<file path="src/design/assert_macros.svh">
// Assertion macros shared by the RTL.
// No dependencies; synthesis builds see empty bodies.
`ifndef ASSERT_MACROS_SVH
`define ASSERT_MACROS_SVH

`ifndef SYNTHESIS

`define ASSERT_IMPLY(label, clk, rst_n, pre, post, msg) \
    label: assert property (@(posedge clk) disable iff (!rst_n) (pre) |-> (post)) else $error(msg);

`define ASSERT_NEXT(label, clk, rst_n, pre, post, msg) \
    label: assert property (@(posedge clk) disable iff (!rst_n) (pre) |=> (post)) else $error(msg);

`else

`define ASSERT_IMPLY(label, clk, rst_n, pre, post, msg)

`define ASSERT_NEXT(label, clk, rst_n, pre, post, msg)

`endif

`endif

</file>
<file path="src/design/tnps_pkg.sv">
// Types and constants for the three nearest point selector.
// No dependencies.
`default_nettype none

package tnps_pkg;

    localparam int COORD_W = 24;
    localparam int DIFF_W  = COORD_W + 1;
    localparam int SQ_W    = 2 * COORD_W + 1;
    localparam int DIST_W  = SQ_W + 1;
    localparam int NUM_W   = 16;
    localparam int RANK_W  = 2;
    localparam int N_SLOTS = 3;

    localparam logic [1:0] REG_ORIGIN_X = 2'd0;
    localparam logic [1:0] REG_ORIGIN_Y = 2'd1;
    localparam logic [1:0] REG_ORIGIN_Z = 2'd2;

    localparam logic [RANK_W-1:0] RANK_LAST = RANK_W'(N_SLOTS - 1);

    typedef struct packed {
        logic [NUM_W-1:0]   num;
        logic [COORD_W-1:0] x;
        logic [COORD_W-1:0] y;
        logic [COORD_W-1:0] z;
    } pt_t;

    typedef struct packed {
        logic              valid;
        logic [DIST_W-1:0] dsq;
        pt_t               pt;
    } slot_t;

    typedef struct packed {
        logic done;
        logic shift;
    } chain_t;

endpackage

`default_nettype wire

</file>
<file path="src/design/tnps_cell.sv">
// One ranked slot of the sorted nearest list; cells chain by rank.
// Depends on tnps_pkg.
`default_nettype none

module tnps_cell
    import tnps_pkg::*;
(
    input  wire logic              aclk,
    input  wire logic              aresetn,
    input  wire logic              upd,
    input  wire logic              clear,
    input  wire logic [DIST_W-1:0] new_dist,
    input  wire pt_t               new_pt,
    input  wire slot_t             prev_slot,
    input  wire chain_t            chain_in,
    output chain_t                 chain_out,
    output slot_t                  slot,
    output slot_t                  slot_next
);

    slot_t slot_reg;
    logic  hit_eq, hit_lt;

    assign hit_eq = slot_reg.valid && (slot_reg.dsq == new_dist);
    assign hit_lt = !slot_reg.valid || (new_dist < slot_reg.dsq);

    always_comb begin
        slot_next = slot_reg;
        if (chain_in.shift) begin
            slot_next = prev_slot;
        end else if (!chain_in.done && (hit_eq || hit_lt)) begin
            slot_next.valid = 1'b1;
            slot_next.dsq   = new_dist;
            slot_next.pt    = new_pt;
        end
    end

    assign chain_out.done  = chain_in.done | hit_eq | hit_lt;
    assign chain_out.shift = chain_in.shift | (!chain_in.done && hit_lt);

    always_ff @(posedge aclk) begin
        if (!aresetn) begin
            slot_reg.valid <= 1'b0;
        end else if (upd) begin
            slot_reg.valid <= slot_next.valid && !clear;
            slot_reg.dsq   <= slot_next.dsq;
            slot_reg.pt    <= slot_next.pt;
        end
    end

    assign slot = slot_reg;

endmodule

`default_nettype wire

</file>
<file path="config.mk">
export PLATFORM = sky130hd
export DESIGN_NAME = tnps_cell
export DESIGN_NICKNAME = d
export VERILOG_FILES = /design/src/design/assert_macros.svh /design/src/design/tnps_pkg.sv /design/src/design/tnps_cell.sv
export SDC_FILE = /design/constraint.sdc
export NUM_CORES = 1
export LEC_CHECK = 0
export BUFFER_PORTS_ARGS = -buffer_cell sky130_fd_sc_hd__clkbuf_2
export CAP_MARGIN = 20
export CELL_PAD_IN_SITES_DETAIL_PLACEMENT = 1
export CELL_PAD_IN_SITES_GLOBAL_PLACEMENT = 1
export CORE_AREA = 2 2 221 223
export CTS_CLUSTER_DIAMETER = 40
export DETAILED_ROUTE_END_ITERATION = 10
export DIE_AREA = 0 0 223 225
export PLACE_DENSITY = 0.6
export SYNTH_ARGS = -nofsm -noshare
export SYNTH_HDL_FRONTEND = slang
export SYNTH_SLANG_ARGS = --single-unit
</file>
<file path="constraint.sdc">
create_clock -name aclk -period 4.65 [get_ports aclk]
set_input_delay 0.6975 -clock aclk [delete_from_list [all_inputs] [get_ports aclk]]
set_output_delay 0.6975 -clock aclk [all_outputs]
set_load 0.005 [all_outputs]
</file>
==> flow_summary.html, run 1 <==
<table>
<tr><th>Metric</th><th>Value</th></tr>
<tr><th colspan="2">Layout</th></tr>
<tr><td>Layout overhead on the synthesized area</td><td>38.8%</td></tr>
<tr><td>Fraction of layout instances using a drive strength above 1</td><td>between 40% and 50%</td></tr>
<tr><td>Net count of the finished layout</td><td>1846</td></tr>
<tr><td>Most used cells in the layout excluding fill and tap cells</td><td>sky130_fd_sc_hd__clkbuf_2 (560), sky130_fd_sc_hd__a21oi_1 (152), sky130_fd_sc_hd__nor2b_1 (140), sky130_fd_sc_hd__a41oi_1 (138), sky130_fd_sc_hd__edfxtp_1 (138)</td></tr>
<tr><td>Leading cell type in the layout, fill and taps excluded</td><td>sky130_fd_sc_hd__clkbuf_2</td></tr>
<tr><td>Flip-flop count of the largest register after layout</td><td>approximately 140</td></tr>
<tr><th colspan="2">Clocking</th></tr>
<tr><td>Clock latency reported for the late side of the worst-skew pair</td><td>around 0.49 ns</td></tr>
<tr><td>Hold-fix buffer count after cts</td><td>0</td></tr>
<tr><td>CTS Root Buffer Type</td><td>sky130_fd_sc_hd__clkbuf_16</td></tr>
<tr><td>Total number of H-tree levels</td><td>4</td></tr>
<tr><td>Clock tree from TritonCTS</td><td>built</td></tr>
<tr><td>Clock Path Buffers</td><td>2</td></tr>
<tr><td>Cts bufs inserted</td><td>17</td></tr>
<tr><td>Clock transition at the register clock pins on the worst setup and hold paths after CTS</td><td>~0.070 ns</td></tr>
<tr><td># clock sinks</td><td>about 140</td></tr>
<tr><th colspan="2">Yosys</th></tr>
<tr><td>Synthesized Nets</td><td>1347</td></tr>
<tr><td>Netlist cell types</td><td>35</td></tr>
<tr><td>Avg Synthesized Cell Area</td><td>10.4 um2</td></tr>
<tr><td>Top post-synthesis cells by area</td><td>sky130_fd_sc_hd__edfxtp_1 (39%), sky130_fd_sc_hd__o31ai_2 (13%), sky130_fd_sc_hd__a41oi_1 (11%)</td></tr>
<tr><td>Yosys warnings</td><td>0</td></tr>
<tr><td>Syn Inst Count</td><td>approximately 1000</td></tr>
<tr><td>Cell taking the most area after synthesis</td><td>sky130_fd_sc_hd__edfxtp_1</td></tr>
<tr><td>Fraction of the yosys area taken by sequential cells</td><td>between 30% and 40%</td></tr>
<tr><td>Count of state elements after synthesis</td><td>around 140</td></tr>
<tr><td>Area share of the leading cell type in the synthesized netlist</td><td>between 30 and 40%</td></tr>
<tr><td>Syn Std Cell Area</td><td>~11000 um2</td></tr>
<tr><th colspan="2">Routing</th></tr>
<tr><td>Vias per cell</td><td>approximately 5.2</td></tr>
<tr><td>Detailed-route wire length</td><td>approximately 52000 um</td></tr>
<tr><td>Iteration count of the initial detailed-routing pass</td><td>5</td></tr>
<tr><td>Number of antenna-violating nets in the routed design</td><td>0</td></tr>
<tr><td>Overall via count from detail_route</td><td>between 10000 and 15000</td></tr>
<tr><td>DRC violations left</td><td>0</td></tr>
<tr><td>Final routed wire length divided by cell count</td><td>24.4 um</td></tr>
<tr><td>DRC marker count from the first detailed-route iteration</td><td>between 500 and 600</td></tr>
<tr><th colspan="2">Critical path</th></tr>
<tr><td>Buf+Inv Stages, Crit Path</td><td>3</td></tr>
<tr><td>Worst Setup End Kind</td><td>output pin</td></tr>
<tr><td>Delay of the slowest cell on the worst path</td><td>~0.55 ns</td></tr>
<tr><td>Kind of launch point of the worst setup path</td><td>register</td></tr>
<tr><td>Most used cell along the critical path</td><td>sky130_fd_sc_hd__a21oi_1</td></tr>
<tr><td>Worst-path cell with the longest stage delay</td><td>sky130_fd_sc_hd__o31ai_1</td></tr>
<tr><td>Arrival time at the worst endpoint</td><td>roughly 3.7 ns</td></tr>
<tr><td>Category of the most critical setup path</td><td>reg -&gt; out</td></tr>
<tr><td>Cell breakdown of the critical path</td><td>inv_1, ha_1, nand4_1, nor2_1, a21oi_1, o31ai_1, a22o_4, buf_12, o31ai_2, a21oi_1, clkbuf_2</td></tr>
<tr><td>Family with the most delay on the worst path</td><td>compound AO/OA/AOI/OAI gates</td></tr>
<tr><td>Worst Path Required</td><td>3.95 ns</td></tr>
<tr><td>Biggest fanout along the worst timing path</td><td>34</td></tr>
<tr><th colspan="2">Status</th></tr>
<tr><td>Outcome</td><td>complete, no violations</td></tr>
<tr><th colspan="2">GRT</th></tr>
<tr><td>Antenna violations before repair</td><td>6</td></tr>
<tr><td>Gr usage total</td><td>about a fifth</td></tr>
<tr><td>Maximum number of pins on one net before global-route repair</td><td>144</td></tr>
<tr><td>Global-route wire length before repair</td><td>75300 um</td></tr>
<tr><td>Vias in the first global route</td><td>11500</td></tr>
<tr><td>Aggregate global routing overflow</td><td>0</td></tr>
<tr><th colspan="2">STA</th></tr>
<tr><td>Setup slack after layout</td><td>between 0.2 and 0.25 ns</td></tr>
<tr><td>Worst-margin pin slew</td><td>between 1 and 1.5 ns</td></tr>
<tr><td>Number of failing setup endpoints in the final timing report</td><td>0</td></tr>
<tr><td>Max-slew violation count</td><td>0</td></tr>
<tr><td>Tightest slew margin relative to the limit</td><td>approximately 33%</td></tr>
<tr><td>Achievable frequency</td><td>~0.23 GHz</td></tr>
<tr><td>Ratio of final minimum period to clock period</td><td>95.2%</td></tr>
<tr><td>Final worst path period need</td><td>4.43 ns</td></tr>
<tr><td>Hold Vio Cnt, Final</td><td>0</td></tr>
<tr><td>Total Neg Setup Slack</td><td>0 ns</td></tr>
<tr><td>Worst clock skew</td><td>~0.013 ns</td></tr>
<tr><th colspan="2">Floorplan</th></tr>
<tr><td>Die height</td><td>approximately 230 um</td></tr>
<tr><td>Area of the core</td><td>47500 um2</td></tr>
<tr><td>Starting density of the core</td><td>22.2%</td></tr>
<tr><td>Die outline width</td><td>~220 um</td></tr>
<tr><td>Total Die Area</td><td>~50000 um2</td></tr>
<tr><td>Number of I/O pins</td><td>approximately 560</td></tr>
<tr><td>Number of standard-cell rows in the floorplan</td><td>80</td></tr>
<tr><th colspan="2">Pwr</th></tr>
<tr><td>Worst ir drop on vdd</td><td>0.194 mV</td></tr>
<tr><td>Internal Dissipation</td><td>2.62 mW</td></tr>
<tr><td>Reported net switching power</td><td>between 1 and 1.5 mW</td></tr>
<tr><td>Relative contribution of the clock network to total power</td><td>36.4%</td></tr>
<tr><td>Portion of total power attributed to combinational logic</td><td>roughly 24%</td></tr>
<tr><td>Switching share of total power</td><td>~32%</td></tr>
<tr><td>Power per unit of standard cell area</td><td>264 nW/um2</td></tr>
<tr><td>Sequential share of power</td><td>between 30% and 40%</td></tr>
<tr><td>Leakage Power</td><td>6.08 nW</td></tr>
<tr><th colspan="2">Run</th></tr>
<tr><td>Number of maximum-capacitance constraint violations</td><td>0</td></tr>
<tr><th colspan="2">Min path</th></tr>
<tr><td>Worst Hold Class</td><td>in -&gt; reg</td></tr>
<tr><th colspan="2">Place</th></tr>
<tr><td>I/O Buffers</td><td>between 500 and 600</td></tr>
<tr><td>Pre-CTS setup slack</td><td>roughly 0.023 ns</td></tr>
<tr><td>Final weighted congestion in routability-driven placement</td><td>about 0.82</td></tr>
<tr><td>Post-DP HPWL</td><td>around 39000 um</td></tr>
</table>
[cell type report]
class                   count  area [um2]
clock buffers              17         425
multi-input cells         698        5590
well taps                 615         769
flip-flops and latches    139        4160
inverters                  54         205
repair buffers            603        3350
fillers                  5603       32900
clock inverters            15         140
diodes                      3        7.51
[what timing repair did]
action | 4_1_cts | 5_1_grt
pin swaps | 1 | 4
setup buffers | 1 | 3
resized for setup | 0 | 7
endpoints found under the setup margin | 135 | 79
[synthesized netlist by cell type]
master and count:
sky130_fd_sc_hd__a31oi_1 1, sky130_fd_sc_hd__nor4_2 1, sky130_fd_sc_hd__o21ai_0 9, sky130_fd_sc_hd__a32oi_1 1
sky130_fd_sc_hd__a211oi_1 2, sky130_fd_sc_hd__buf_1 5, sky130_fd_sc_hd__nor3_1 2, sky130_fd_sc_hd__a22o_1 1
sky130_fd_sc_hd__nor2_1 5, sky130_fd_sc_hd__a21oi_1 158, sky130_fd_sc_hd__clkbuf_1 66, sky130_fd_sc_hd__dfxtp_1 1
sky130_fd_sc_hd__nor2b_1 140, sky130_fd_sc_hd__ha_1 50, sky130_fd_sc_hd__nand2b_1 1, sky130_fd_sc_hd__a221oi_1 3
sky130_fd_sc_hd__o31ai_2 108, sky130_fd_sc_hd__o31ai_1 31, sky130_fd_sc_hd__nand3_1 5, sky130_fd_sc_hd__o31a_1 1
sky130_fd_sc_hd__nand2_1 17, sky130_fd_sc_hd__a41oi_1 138, sky130_fd_sc_hd__nor4_4 1, sky130_fd_sc_hd__and4_1 6
sky130_fd_sc_hd__edfxtp_1 138, sky130_fd_sc_hd__buf_2 25, sky130_fd_sc_hd__inv_1 54, sky130_fd_sc_hd__o211ai_1 2
sky130_fd_sc_hd__and2_1 3, sky130_fd_sc_hd__buf_4 14, sky130_fd_sc_hd__buf_6 13, sky130_fd_sc_hd__a22oi_2 1
sky130_fd_sc_hd__a21o_1 3, sky130_fd_sc_hd__nand4_1 6, sky130_fd_sc_hd__nand4_2 2
[per-stage QoR]
| step | util, % | power (mW) | area [um2] | hold WS, ns | instances |
|---|---|---|---|---|---|
| floorplan | - | 1.99 | 10600 | 0.663 | 1014 |
| global placement | 29.5 | 2.48 | 14000 | 0.680 | 2105 |
| detailed placement | 29.5 | 2.49 | 14000 | 0.697 | 2105 |
| CTS | 30.7 | 3.93 | 14600 | 0.482 | 2138 |
| global route | 30.8 | 4.05 | 14600 | 0.501 | 2141 |
| finish | 30.8 | 3.86 | 14700 | 0.533 | 2144 |
[layer usage]
metal  global-route usage, %  routed length [um]
met5                       0                  51
met2                    34.4               26000
met4                    7.19                1510
met3                    6.94                4190
met1                    23.6               20600
[final timing paths]
| path | start | to | slack, ns | cells past startpoint |
|---|---|---|---|---|
| worst min-delay path | aresetn | slot[138]$_SDFFE_PN0P_ | 0.53 | 2 |
| worst min register to register | slot[77]$_DFFE_PP_ | slot[77]$_DFFE_PP_ | 0.71 | 2 |
| worst max-delay path | slot[133]$_DFFE_PP_ | slot_next[56] | 0.22 | 11 |
| worst max register to register | slot[91]$_DFFE_PP_ | slot[71]$_DFFE_PP_ | 1.40 | 11 |
[power by group through the flow]
stage	logic [mW]	registers, mW	clock network, mW
after floorplan	0.444	1.55	0
after global placement	0.932	1.55	0
after detailed placement	0.943	1.55	0
after CTS	0.946	1.52	1.46
after global routing	1.02	1.53	1.49
final	0.936	1.52	1.41
[logic make-up after synthesis]
group | share of synthesized area [%]
AOI/OAI and AO/OA | 35.6
and+or+nand+nor | 11.1
buffers and inverters | 8.01
DFF | 39.4
adders and majority gates | 5.93
Note: power is estimated with default switching activity, not from simulation.
==> run 2, diff against run 1 <==
CTS_CLUSTER_DIAMETER = 80   (was 40)
MAX_ROUTING_LAYER = met4   (was default)
SKIP_CTS_REPAIR_TIMING = 1   (was default)
==> flow_summary.html, run 2 (same netlist as run 1, synthesis figures left out) <==
<table>
<tr><th>Metric</th><th>Value</th></tr>
<tr><th colspan="2">STA</th></tr>
<tr><td>Max-slew violation count</td><td>0 (unchanged)</td></tr>
<tr><td>Worst clock skew</td><td>0.0132 ns (-0.0000565 ns)</td></tr>
<tr><td>Number of failing setup endpoints in the final timing report</td><td>0 (unchanged)</td></tr>
<tr><td>Worst-margin pin slew</td><td>1.01 ns (+0.00284 ns)</td></tr>
<tr><td>Final worst path period need</td><td>4.39 ns (-0.0398 ns)</td></tr>
<tr><td>Ratio of final minimum period to clock period</td><td>94.3% (-0.86 points)</td></tr>
<tr><td>Achievable frequency</td><td>0.228 GHz (+0.91%)</td></tr>
<tr><td>Tightest slew margin relative to the limit</td><td>32.4% (-0.19 points)</td></tr>
<tr><td>Setup slack after layout</td><td>0.263 ns (+0.0398 ns)</td></tr>
<tr><td>Hold Vio Cnt, Final</td><td>0 (unchanged)</td></tr>
<tr><th colspan="2">Layout</th></tr>
<tr><td>Layout overhead on the synthesized area</td><td>39.0%</td></tr>
<tr><td>Net count of the finished layout</td><td>1846 (unchanged)</td></tr>
<tr><td>Fraction of the core area covered by cells at the end of the flow</td><td>30.9% (+0.039 points)</td></tr>
<tr><td>Most used cells in the layout excluding fill and tap cells</td><td>sky130_fd_sc_hd__clkbuf_2 (560), sky130_fd_sc_hd__a21oi_1 (153), sky130_fd_sc_hd__nor2b_1 (140), sky130_fd_sc_hd__a41oi_1 (138), sky130_fd_sc_hd__edfxtp_1 (138)</td></tr>
<tr><td>Final non-filler cell area</td><td>14700 um2 (+0.13%)</td></tr>
<tr><td>Leading cell type in the layout, fill and taps excluded</td><td>sky130_fd_sc_hd__clkbuf_2</td></tr>
<tr><td>Flip-flop count of the largest register after layout</td><td>139 (unchanged)</td></tr>
<tr><td>Fraction of layout instances using a drive strength above 1</td><td>49.5% (-0.066 points)</td></tr>
<tr><th colspan="2">Place</th></tr>
<tr><td>I/O Buffers</td><td>562 (unchanged)</td></tr>
<tr><td>Final weighted congestion in routability-driven placement</td><td>0.834 (+1.5%)</td></tr>
<tr><td>Pre-CTS setup slack</td><td>0.0233 ns (unchanged)</td></tr>
<tr><td>Post-place instance area</td><td>14000 um2 (unchanged)</td></tr>
<tr><td>Post-DP HPWL</td><td>38800 um (unchanged)</td></tr>
<tr><th colspan="2">Routing</th></tr>
<tr><td>Overall via count from detail_route</td><td>11000 (-0.33%)</td></tr>
<tr><td>Vias per cell</td><td>5.14 (-0.52%)</td></tr>
<tr><td>DRC marker count from the first detailed-route iteration</td><td>568 (+7.0%)</td></tr>
<tr><td>Final routed wire length divided by cell count</td><td>24.3 um (-0.33%)</td></tr>
<tr><td>Iteration count of the initial detailed-routing pass</td><td>4 (-1)</td></tr>
<tr><td>Detailed-route wire length</td><td>52300 um (-0.15%)</td></tr>
<tr><td>DRC violations left</td><td>0 (unchanged)</td></tr>
<tr><td>Number of antenna-violating nets in the routed design</td><td>0 (unchanged)</td></tr>
<tr><th colspan="2">Pwr</th></tr>
<tr><td>Worst ir drop on vdd</td><td>0.193 mV (-0.19%)</td></tr>
<tr><td>Power per unit of standard cell area</td><td>263 nW/um2 (-0.13%)</td></tr>
<tr><td>Leakage Power</td><td>6.09 nW (+0.10%)</td></tr>
<tr><th colspan="2">Clocking</th></tr>
<tr><td>Clock tree from TritonCTS</td><td>built</td></tr>
<tr><td>CTS Root Buffer Type</td><td>sky130_fd_sc_hd__clkbuf_16</td></tr>
<tr><td>Clock transition at the register clock pins on the worst setup and hold paths after CTS</td><td>0.06 ns (about the same)</td></tr>
<tr><td>Total number of H-tree levels</td><td>4 (unchanged)</td></tr>
<tr><td>Clock latency reported for the late side of the worst-skew pair</td><td>0.49 ns (about the same)</td></tr>
<tr><td>Clock Path Buffers</td><td>2 (unchanged)</td></tr>
<tr><td># clock sinks</td><td>139 (unchanged)</td></tr>
<tr><td>Cts bufs inserted</td><td>17 (unchanged)</td></tr>
<tr><th colspan="2">Floorplan</th></tr>
<tr><td>Starting density of the core</td><td>22.2% (unchanged)</td></tr>
<tr><td>Die outline width</td><td>223 um (unchanged)</td></tr>
<tr><td>Number of standard-cell rows in the floorplan</td><td>80 (unchanged)</td></tr>
<tr><td>Total Die Area</td><td>50200 um2 (unchanged)</td></tr>
<tr><td>Number of I/O pins</td><td>563 (unchanged)</td></tr>
<tr><td>Die height</td><td>225 um (unchanged)</td></tr>
<tr><td>Area of the core</td><td>47500 um2 (unchanged)</td></tr>
<tr><th colspan="2">GRT</th></tr>
<tr><td>Maximum number of pins on one net before global-route repair</td><td>144 (unchanged)</td></tr>
<tr><td>Antenna violations before repair</td><td>6 (unchanged)</td></tr>
<tr><td>Vias in the first global route</td><td>11600 (+0.39%)</td></tr>
<tr><td>Global-route wire length before repair</td><td>75200 um (-0.19%)</td></tr>
<tr><td>Gr usage total</td><td>20.8% (+0.59 points)</td></tr>
<tr><td>Aggregate global routing overflow</td><td>0 (unchanged)</td></tr>
<tr><th colspan="2">Critical path</th></tr>
<tr><td>Arrival time at the worst endpoint</td><td>3.69 ns (-0.04 ns)</td></tr>
<tr><td>Category of the most critical setup path</td><td>reg -&gt; out</td></tr>
<tr><td>Worst-path cell with the longest stage delay</td><td>sky130_fd_sc_hd__edfxtp_1</td></tr>
<tr><td>Worst Path Required</td><td>3.95 ns (about the same)</td></tr>
<tr><td>Delay of the slowest cell on the worst path</td><td>0.42 ns (-0.13 ns)</td></tr>
<tr><td>Kind of launch point of the worst setup path</td><td>register</td></tr>
<tr><td>Worst Setup End Kind</td><td>output pin</td></tr>
<tr><td>Cell breakdown of the critical path</td><td>inv_1, ha_1, nand4_1, nor4_4, nand4_2, and2_1, a22oi_2, buf_12, buf_4, a41oi_1, a21oi_1, clkbuf_2</td></tr>
<tr><td>Family with the most delay on the worst path</td><td>simple AND/OR/NAND/NOR gates</td></tr>
<tr><td>Buf+Inv Stages, Crit Path</td><td>4 (+1)</td></tr>
<tr><td>Biggest fanout along the worst timing path</td><td>19 (-44%)</td></tr>
<tr><th colspan="2">Min path</th></tr>
<tr><td>Worst Hold Class</td><td>in -&gt; reg</td></tr>
<tr><th colspan="2">Run</th></tr>
<tr><td>Number of maximum-capacitance constraint violations</td><td>0 (unchanged)</td></tr>
<tr><th colspan="2">Status</th></tr>
<tr><td>Outcome</td><td>complete, no violations</td></tr>
</table>
## run 2: cell types whose count changed in the layout (fill, tap and decap cells not counted)
cell / change
sky130_fd_sc_hd__buf_4: -1
sky130_fd_sc_hd__buf_12: +1
sky130_fd_sc_hd__a21oi_1: +1
sky130_fd_sc_hd__diode_2: +4
sky130_fd_sc_hd__a21oi_2: -1
## run 2: area by class of cell
class	count	area [um2]
fillers	5603	32900
clock buffers	17	425
repair buffers	603	3360
clock inverters	15	140
multi-input cells	698	5590
flip-flops and latches	139	4160
well taps	615	769
diodes	7	17.5
inverters	54	205
## run 2: through the flow
step | hold slack, ns | power, mW | TNS [ns] | cells
after CTS | 0.482 | 3.93 | -7.83 | 2137
final | 0.541 | 3.86 | 0 | 2148
after detailed placement | 0.697 | 2.49 | 0 | 2105
after floorplan | 0.663 | 1.99 | 0 | 1014
after global placement | 0.680 | 2.48 | 0 | 2105
after global routing | 0.509 | 4.04 | -0.0278 | 2147
## run 2: path summary, 6_finish.rpt
check                                end           startpoint  slack [ns]  cells past startpoint
hold reg to reg       slot[77]$_DFFE_PP_   slot[77]$_DFFE_PP_        0.71                      2
setup / recovery           slot_next[71]  slot[117]$_DFFE_PP_        0.26                     12
hold / removal    slot[138]$_SDFFE_PN0P_              aresetn        0.54                      2
setup reg to reg      slot[71]$_DFFE_PP_  slot[117]$_DFFE_PP_        1.43                     11
## run 2: routing by layer
metal	vias up	GRT usage [%]	part of all wire, %
met4	0	8.10	3.1
met2	455	34.2	50
met1	5479	23.8	40
li1	5032	-	-
met5	-	-	0
met3	67	6.27	7.6
## run 2: where the power goes
| part | internal [mW] | total (mW) | leakage, nW | switching [mW] |
|---|---|---|---|---|
| combinational | 0.413 | 0.935 | 4.53 | 0.522 |
| sequential | 1.47 | 1.52 | 1.29 | 0.0513 |
| clock | 0.741 | 1.41 | 0.268 | 0.667 |
| total | 2.62 | 3.86 | 6.09 | 1.24 |
==> run 3, diff against run 2 <==
CELL_PAD_IN_SITES_DETAIL_PLACEMENT = 0   (was 1)
==> flow_summary.html, run 3 (same netlist as run 1, synthesis figures left out) <==
<table>
<tr><th>Metric</th><th>Value</th></tr>
<tr><th colspan="2">Status</th></tr>
<tr><td>Outcome</td><td>complete, no violations</td></tr>
<tr><th colspan="2">Run</th></tr>
<tr><td>Number of maximum-capacitance constraint violations</td><td>0 (unchanged)</td></tr>
<tr><th colspan="2">STA</th></tr>
<tr><td>Number of failing setup endpoints in the final timing report</td><td>0 (unchanged)</td></tr>
<tr><td>Achievable frequency</td><td>0.226 GHz (-0.77%)</td></tr>
<tr><td>Tightest slew margin relative to the limit</td><td>34.5% (+2.1 points)</td></tr>
<tr><td>Worst clock skew</td><td>0.0150 ns (+0.00172 ns)</td></tr>
<tr><td>Worst-margin pin slew</td><td>0.983 ns (-0.0317 ns)</td></tr>
<tr><td>Ratio of final minimum period to clock period</td><td>95.1% (+0.73 points)</td></tr>
<tr><td>Setup slack after layout</td><td>0.229 ns (-0.0342 ns)</td></tr>
<tr><td>Max-slew violation count</td><td>0 (unchanged)</td></tr>
<tr><td>Hold Vio Cnt, Final</td><td>0 (unchanged)</td></tr>
<tr><td>Final worst hold slack</td><td>0.519 ns (-0.0223 ns)</td></tr>
<tr><td>Final worst path period need</td><td>4.42 ns (+0.0342 ns)</td></tr>
<tr><th colspan="2">Place</th></tr>
<tr><td>Final weighted congestion in routability-driven placement</td><td>0.834 (unchanged)</td></tr>
<tr><td>Pre-CTS setup slack</td><td>0.0725 ns (+0.0492 ns)</td></tr>
<tr><td>Post-DP HPWL</td><td>37200 um (-4.1%)</td></tr>
<tr><td>I/O Buffers</td><td>562 (unchanged)</td></tr>
<tr><th colspan="2">Layout</th></tr>
<tr><td>Net count of the finished layout</td><td>1845 (-0.054%)</td></tr>
<tr><td>Filler cells</td><td>5034 (-10%)</td></tr>
<tr><td>Layout overhead on the synthesized area</td><td>38.7%</td></tr>
<tr><td>Flip-flop count of the largest register after layout</td><td>139 (unchanged)</td></tr>
<tr><td>Fraction of layout instances using a drive strength above 1</td><td>49.3% (-0.26 points)</td></tr>
<tr><td>Most used cells in the layout excluding fill and tap cells</td><td>sky130_fd_sc_hd__clkbuf_2 (560), sky130_fd_sc_hd__a21oi_1 (154), sky130_fd_sc_hd__nor2b_1 (140), sky130_fd_sc_hd__a41oi_1 (138), sky130_fd_sc_hd__edfxtp_1 (138)</td></tr>
<tr><td>Leading cell type in the layout, fill and taps excluded</td><td>sky130_fd_sc_hd__clkbuf_2</td></tr>
<tr><th colspan="2">Critical path</th></tr>
<tr><td>Category of the most critical setup path</td><td>reg -&gt; out</td></tr>
<tr><td>Setup crit start</td><td>slot[117]$_DFFE_PP_</td></tr>
<tr><td>Worst Setup End Kind</td><td>output pin</td></tr>
<tr><td>Arrival time at the worst endpoint</td><td>3.72 ns (+0.03 ns)</td></tr>
<tr><td>Kind of launch point of the worst setup path</td><td>register</td></tr>
<tr><td>Launching point of the worst reg2reg path</td><td>slot[117]$_DFFE_PP_</td></tr>
<tr><td>Endpoint of the most critical register-to-register path</td><td>slot[73]$_DFFE_PP_</td></tr>
<tr><td>Biggest fanout along the worst timing path</td><td>19 (unchanged)</td></tr>
<tr><td>Worst Path Required</td><td>3.95 ns (about the same)</td></tr>
<tr><td>Count of cells along the worst register-to-register path</td><td>11 (unchanged)</td></tr>
<tr><td>Setup crit end</td><td>slot_next[73]</td></tr>
<tr><td>Setup slack on the worst flop-to-flop path</td><td>1.38 ns (-0.05 ns)</td></tr>
<tr><th colspan="2">Routing</th></tr>
<tr><td>Vias per cell</td><td>5.11 (-0.45%)</td></tr>
<tr><td>Number of antenna-violating nets in the routed design</td><td>0 (unchanged)</td></tr>
<tr><td>DRC marker count from the first detailed-route iteration</td><td>737 (+30%)</td></tr>
<tr><td>DRC violations left</td><td>0 (unchanged)</td></tr>
<tr><td>Iteration count of the initial detailed-routing pass</td><td>5 (+1)</td></tr>
<tr><td>Detailed-route wire length</td><td>50700 um (-3.1%)</td></tr>
<tr><td>Final routed wire length divided by cell count</td><td>23.6 um (-3.0%)</td></tr>
<tr><td>Overall via count from detail_route</td><td>11000 (-0.50%)</td></tr>
<tr><th colspan="2">Pwr</th></tr>
<tr><td>Switching share of total power</td><td>31.4% (-0.65 points)</td></tr>
<tr><td>Relative contribution of the clock network to total power</td><td>35.5% (-0.9 points)</td></tr>
<tr><td>Internal Dissipation</td><td>2.61 mW (-0.70%)</td></tr>
<tr><td>Leakage Power</td><td>6.07 nW (-0.35%)</td></tr>
<tr><td>Worst ir drop on vdd</td><td>0.175 mV (-9.4%)</td></tr>
<tr><td>Sequential share of power</td><td>40.0% (+0.6 points)</td></tr>
<tr><td>Power per unit of standard cell area</td><td>260 nW/um2 (-1.4%)</td></tr>
<tr><td>Portion of total power attributed to combinational logic</td><td>24.4% (+0.2 points)</td></tr>
<tr><td>Reported net switching power</td><td>1.19 mW (-3.6%)</td></tr>
<tr><th colspan="2">Clocking</th></tr>
<tr><td>Clock tree from TritonCTS</td><td>built</td></tr>
<tr><td>Clock latency reported for the late side of the worst-skew pair</td><td>0.49 ns (about the same)</td></tr>
<tr><td>Clock transition at the register clock pins on the worst setup and hold paths after CTS</td><td>0.06 ns (about the same)</td></tr>
<tr><td># clock sinks</td><td>139 (unchanged)</td></tr>
<tr><td>Total number of H-tree levels</td><td>4 (unchanged)</td></tr>
<tr><td>Cts bufs inserted</td><td>17 (unchanged)</td></tr>
<tr><td>Clock Path Buffers</td><td>2 (unchanged)</td></tr>
<tr><td>CTS Root Buffer Type</td><td>sky130_fd_sc_hd__clkbuf_16</td></tr>
<tr><th colspan="2">Floorplan</th></tr>
<tr><td>Total Die Area</td><td>50200 um2 (unchanged)</td></tr>
<tr><td>Die height</td><td>225 um (unchanged)</td></tr>
<tr><td>Starting density of the core</td><td>22.2% (unchanged)</td></tr>
<tr><td>Area of the core</td><td>47500 um2 (unchanged)</td></tr>
<tr><td>Number of I/O pins</td><td>563 (unchanged)</td></tr>
<tr><td>Number of standard-cell rows in the floorplan</td><td>80 (unchanged)</td></tr>
<tr><td>Die outline width</td><td>223 um (unchanged)</td></tr>
<tr><th colspan="2">GRT</th></tr>
<tr><td>Maximum number of pins on one net before global-route repair</td><td>144 (unchanged)</td></tr>
<tr><td>Gr usage total</td><td>20.1% (-0.67 points)</td></tr>
<tr><td>Vias in the first global route</td><td>11000 (-5.2%)</td></tr>
<tr><td>Global-route wire length before repair</td><td>72700 um (-3.3%)</td></tr>
<tr><td>Aggregate global routing overflow</td><td>0 (unchanged)</td></tr>
<tr><td>Antenna violations before repair</td><td>7 (+1)</td></tr>
<tr><th colspan="2">Min path</th></tr>
<tr><td>Worst Hold Class</td><td>in -&gt; reg</td></tr>
</table>
run 3: changes by cell type in the layout (fill, tap and decap cells not counted), moves of 2 or more:
cell                       previous run  this run
sky130_fd_sc_hd__inv_6                4         0
sky130_fd_sc_hd__clkinv_2             1         4
sky130_fd_sc_hd__clkinv_4             5         2
sky130_fd_sc_hd__buf_4               23        21
run 3: layout make-up:
type | count | area (um2) | area share, %
inverter | 54 | 205 | 1.40
timing repair buffer | 602 | 3360 | 23.0
clock buffer | 18 | 429 | 2.93
antenna | 8 | 20.0 | 0.137
clock inverter | 13 | 105 | 0.718
tap | 615 | 769 | 5.26
sequential | 139 | 4160 | 28.5
multi-input combinational | 698 | 5580 | 38.1
run 3: power by group through the flow:
stage                     Sequential [mW]  Combinational, mW  Clock [mW]
after floorplan                      1.55              0.444           0
after global placement               1.55              0.932           0
after detailed placement             1.55              0.934           0
after CTS                            1.52              0.938        1.41
after global routing                 1.53               1.01        1.44
final                                1.52              0.929        1.35
run 3: critical path, cell delays in order, from the launching register on:
cell and delay, ns:
sky130_fd_sc_hd__edfxtp_1 0.41, sky130_fd_sc_hd__inv_1 0.06, sky130_fd_sc_hd__ha_1 0.30, sky130_fd_sc_hd__nand4_1 0.25, sky130_fd_sc_hd__nor4_4 0.43, sky130_fd_sc_hd__nand4_2 0.22, sky130_fd_sc_hd__and2_1 0.25, sky130_fd_sc_hd__a22oi_2 0.26
sky130_fd_sc_hd__buf_12 0.22, sky130_fd_sc_hd__buf_4 0.23, sky130_fd_sc_hd__a41oi_1 0.15, sky130_fd_sc_hd__a21oi_1 0.29, sky130_fd_sc_hd__clkbuf_2 0.16
run 3: how the worst min path moves through the flow:
stage	endpoint	slack [ns]	depth (start not counted)	from
after floorplan	slot[138]$_SDFFE_PN0P_	0.66	3	slot[138]$_SDFFE_PN0P_
after global placement	slot[26]$_DFFE_PP_	0.68	2	slot[26]$_DFFE_PP_
after detailed placement	slot[3]$_DFFE_PP_	0.69	2	slot[3]$_DFFE_PP_
after CTS	slot[138]$_SDFFE_PN0P_	0.49	2	aresetn
after global routing	slot[138]$_SDFFE_PN0P_	0.51	2	aresetn
final	slot[138]$_SDFFE_PN0P_	0.52	2	aresetn
run 3: per-stage QoR:
step	TNS [ns]	total power, mW	cells	util [%]	area (um2)
finish	0	3.80	2147	30.8	14600
global route	-0.0117	3.98	2146	30.8	14600
CTS	-1.39	3.87	2136	30.6	14600
detailed placement	0	2.48	2105	29.5	14000
global placement	0	2.48	2105	29.5	14000
floorplan	0	1.99	1014	-	10600
run 3: metal layers:
layer	global-route usage [%]	share of wire [%]
met5	-	0
met1	23.7	40
met4	7.19	2.6
met2	32.6	49
met3	6.02	7.6
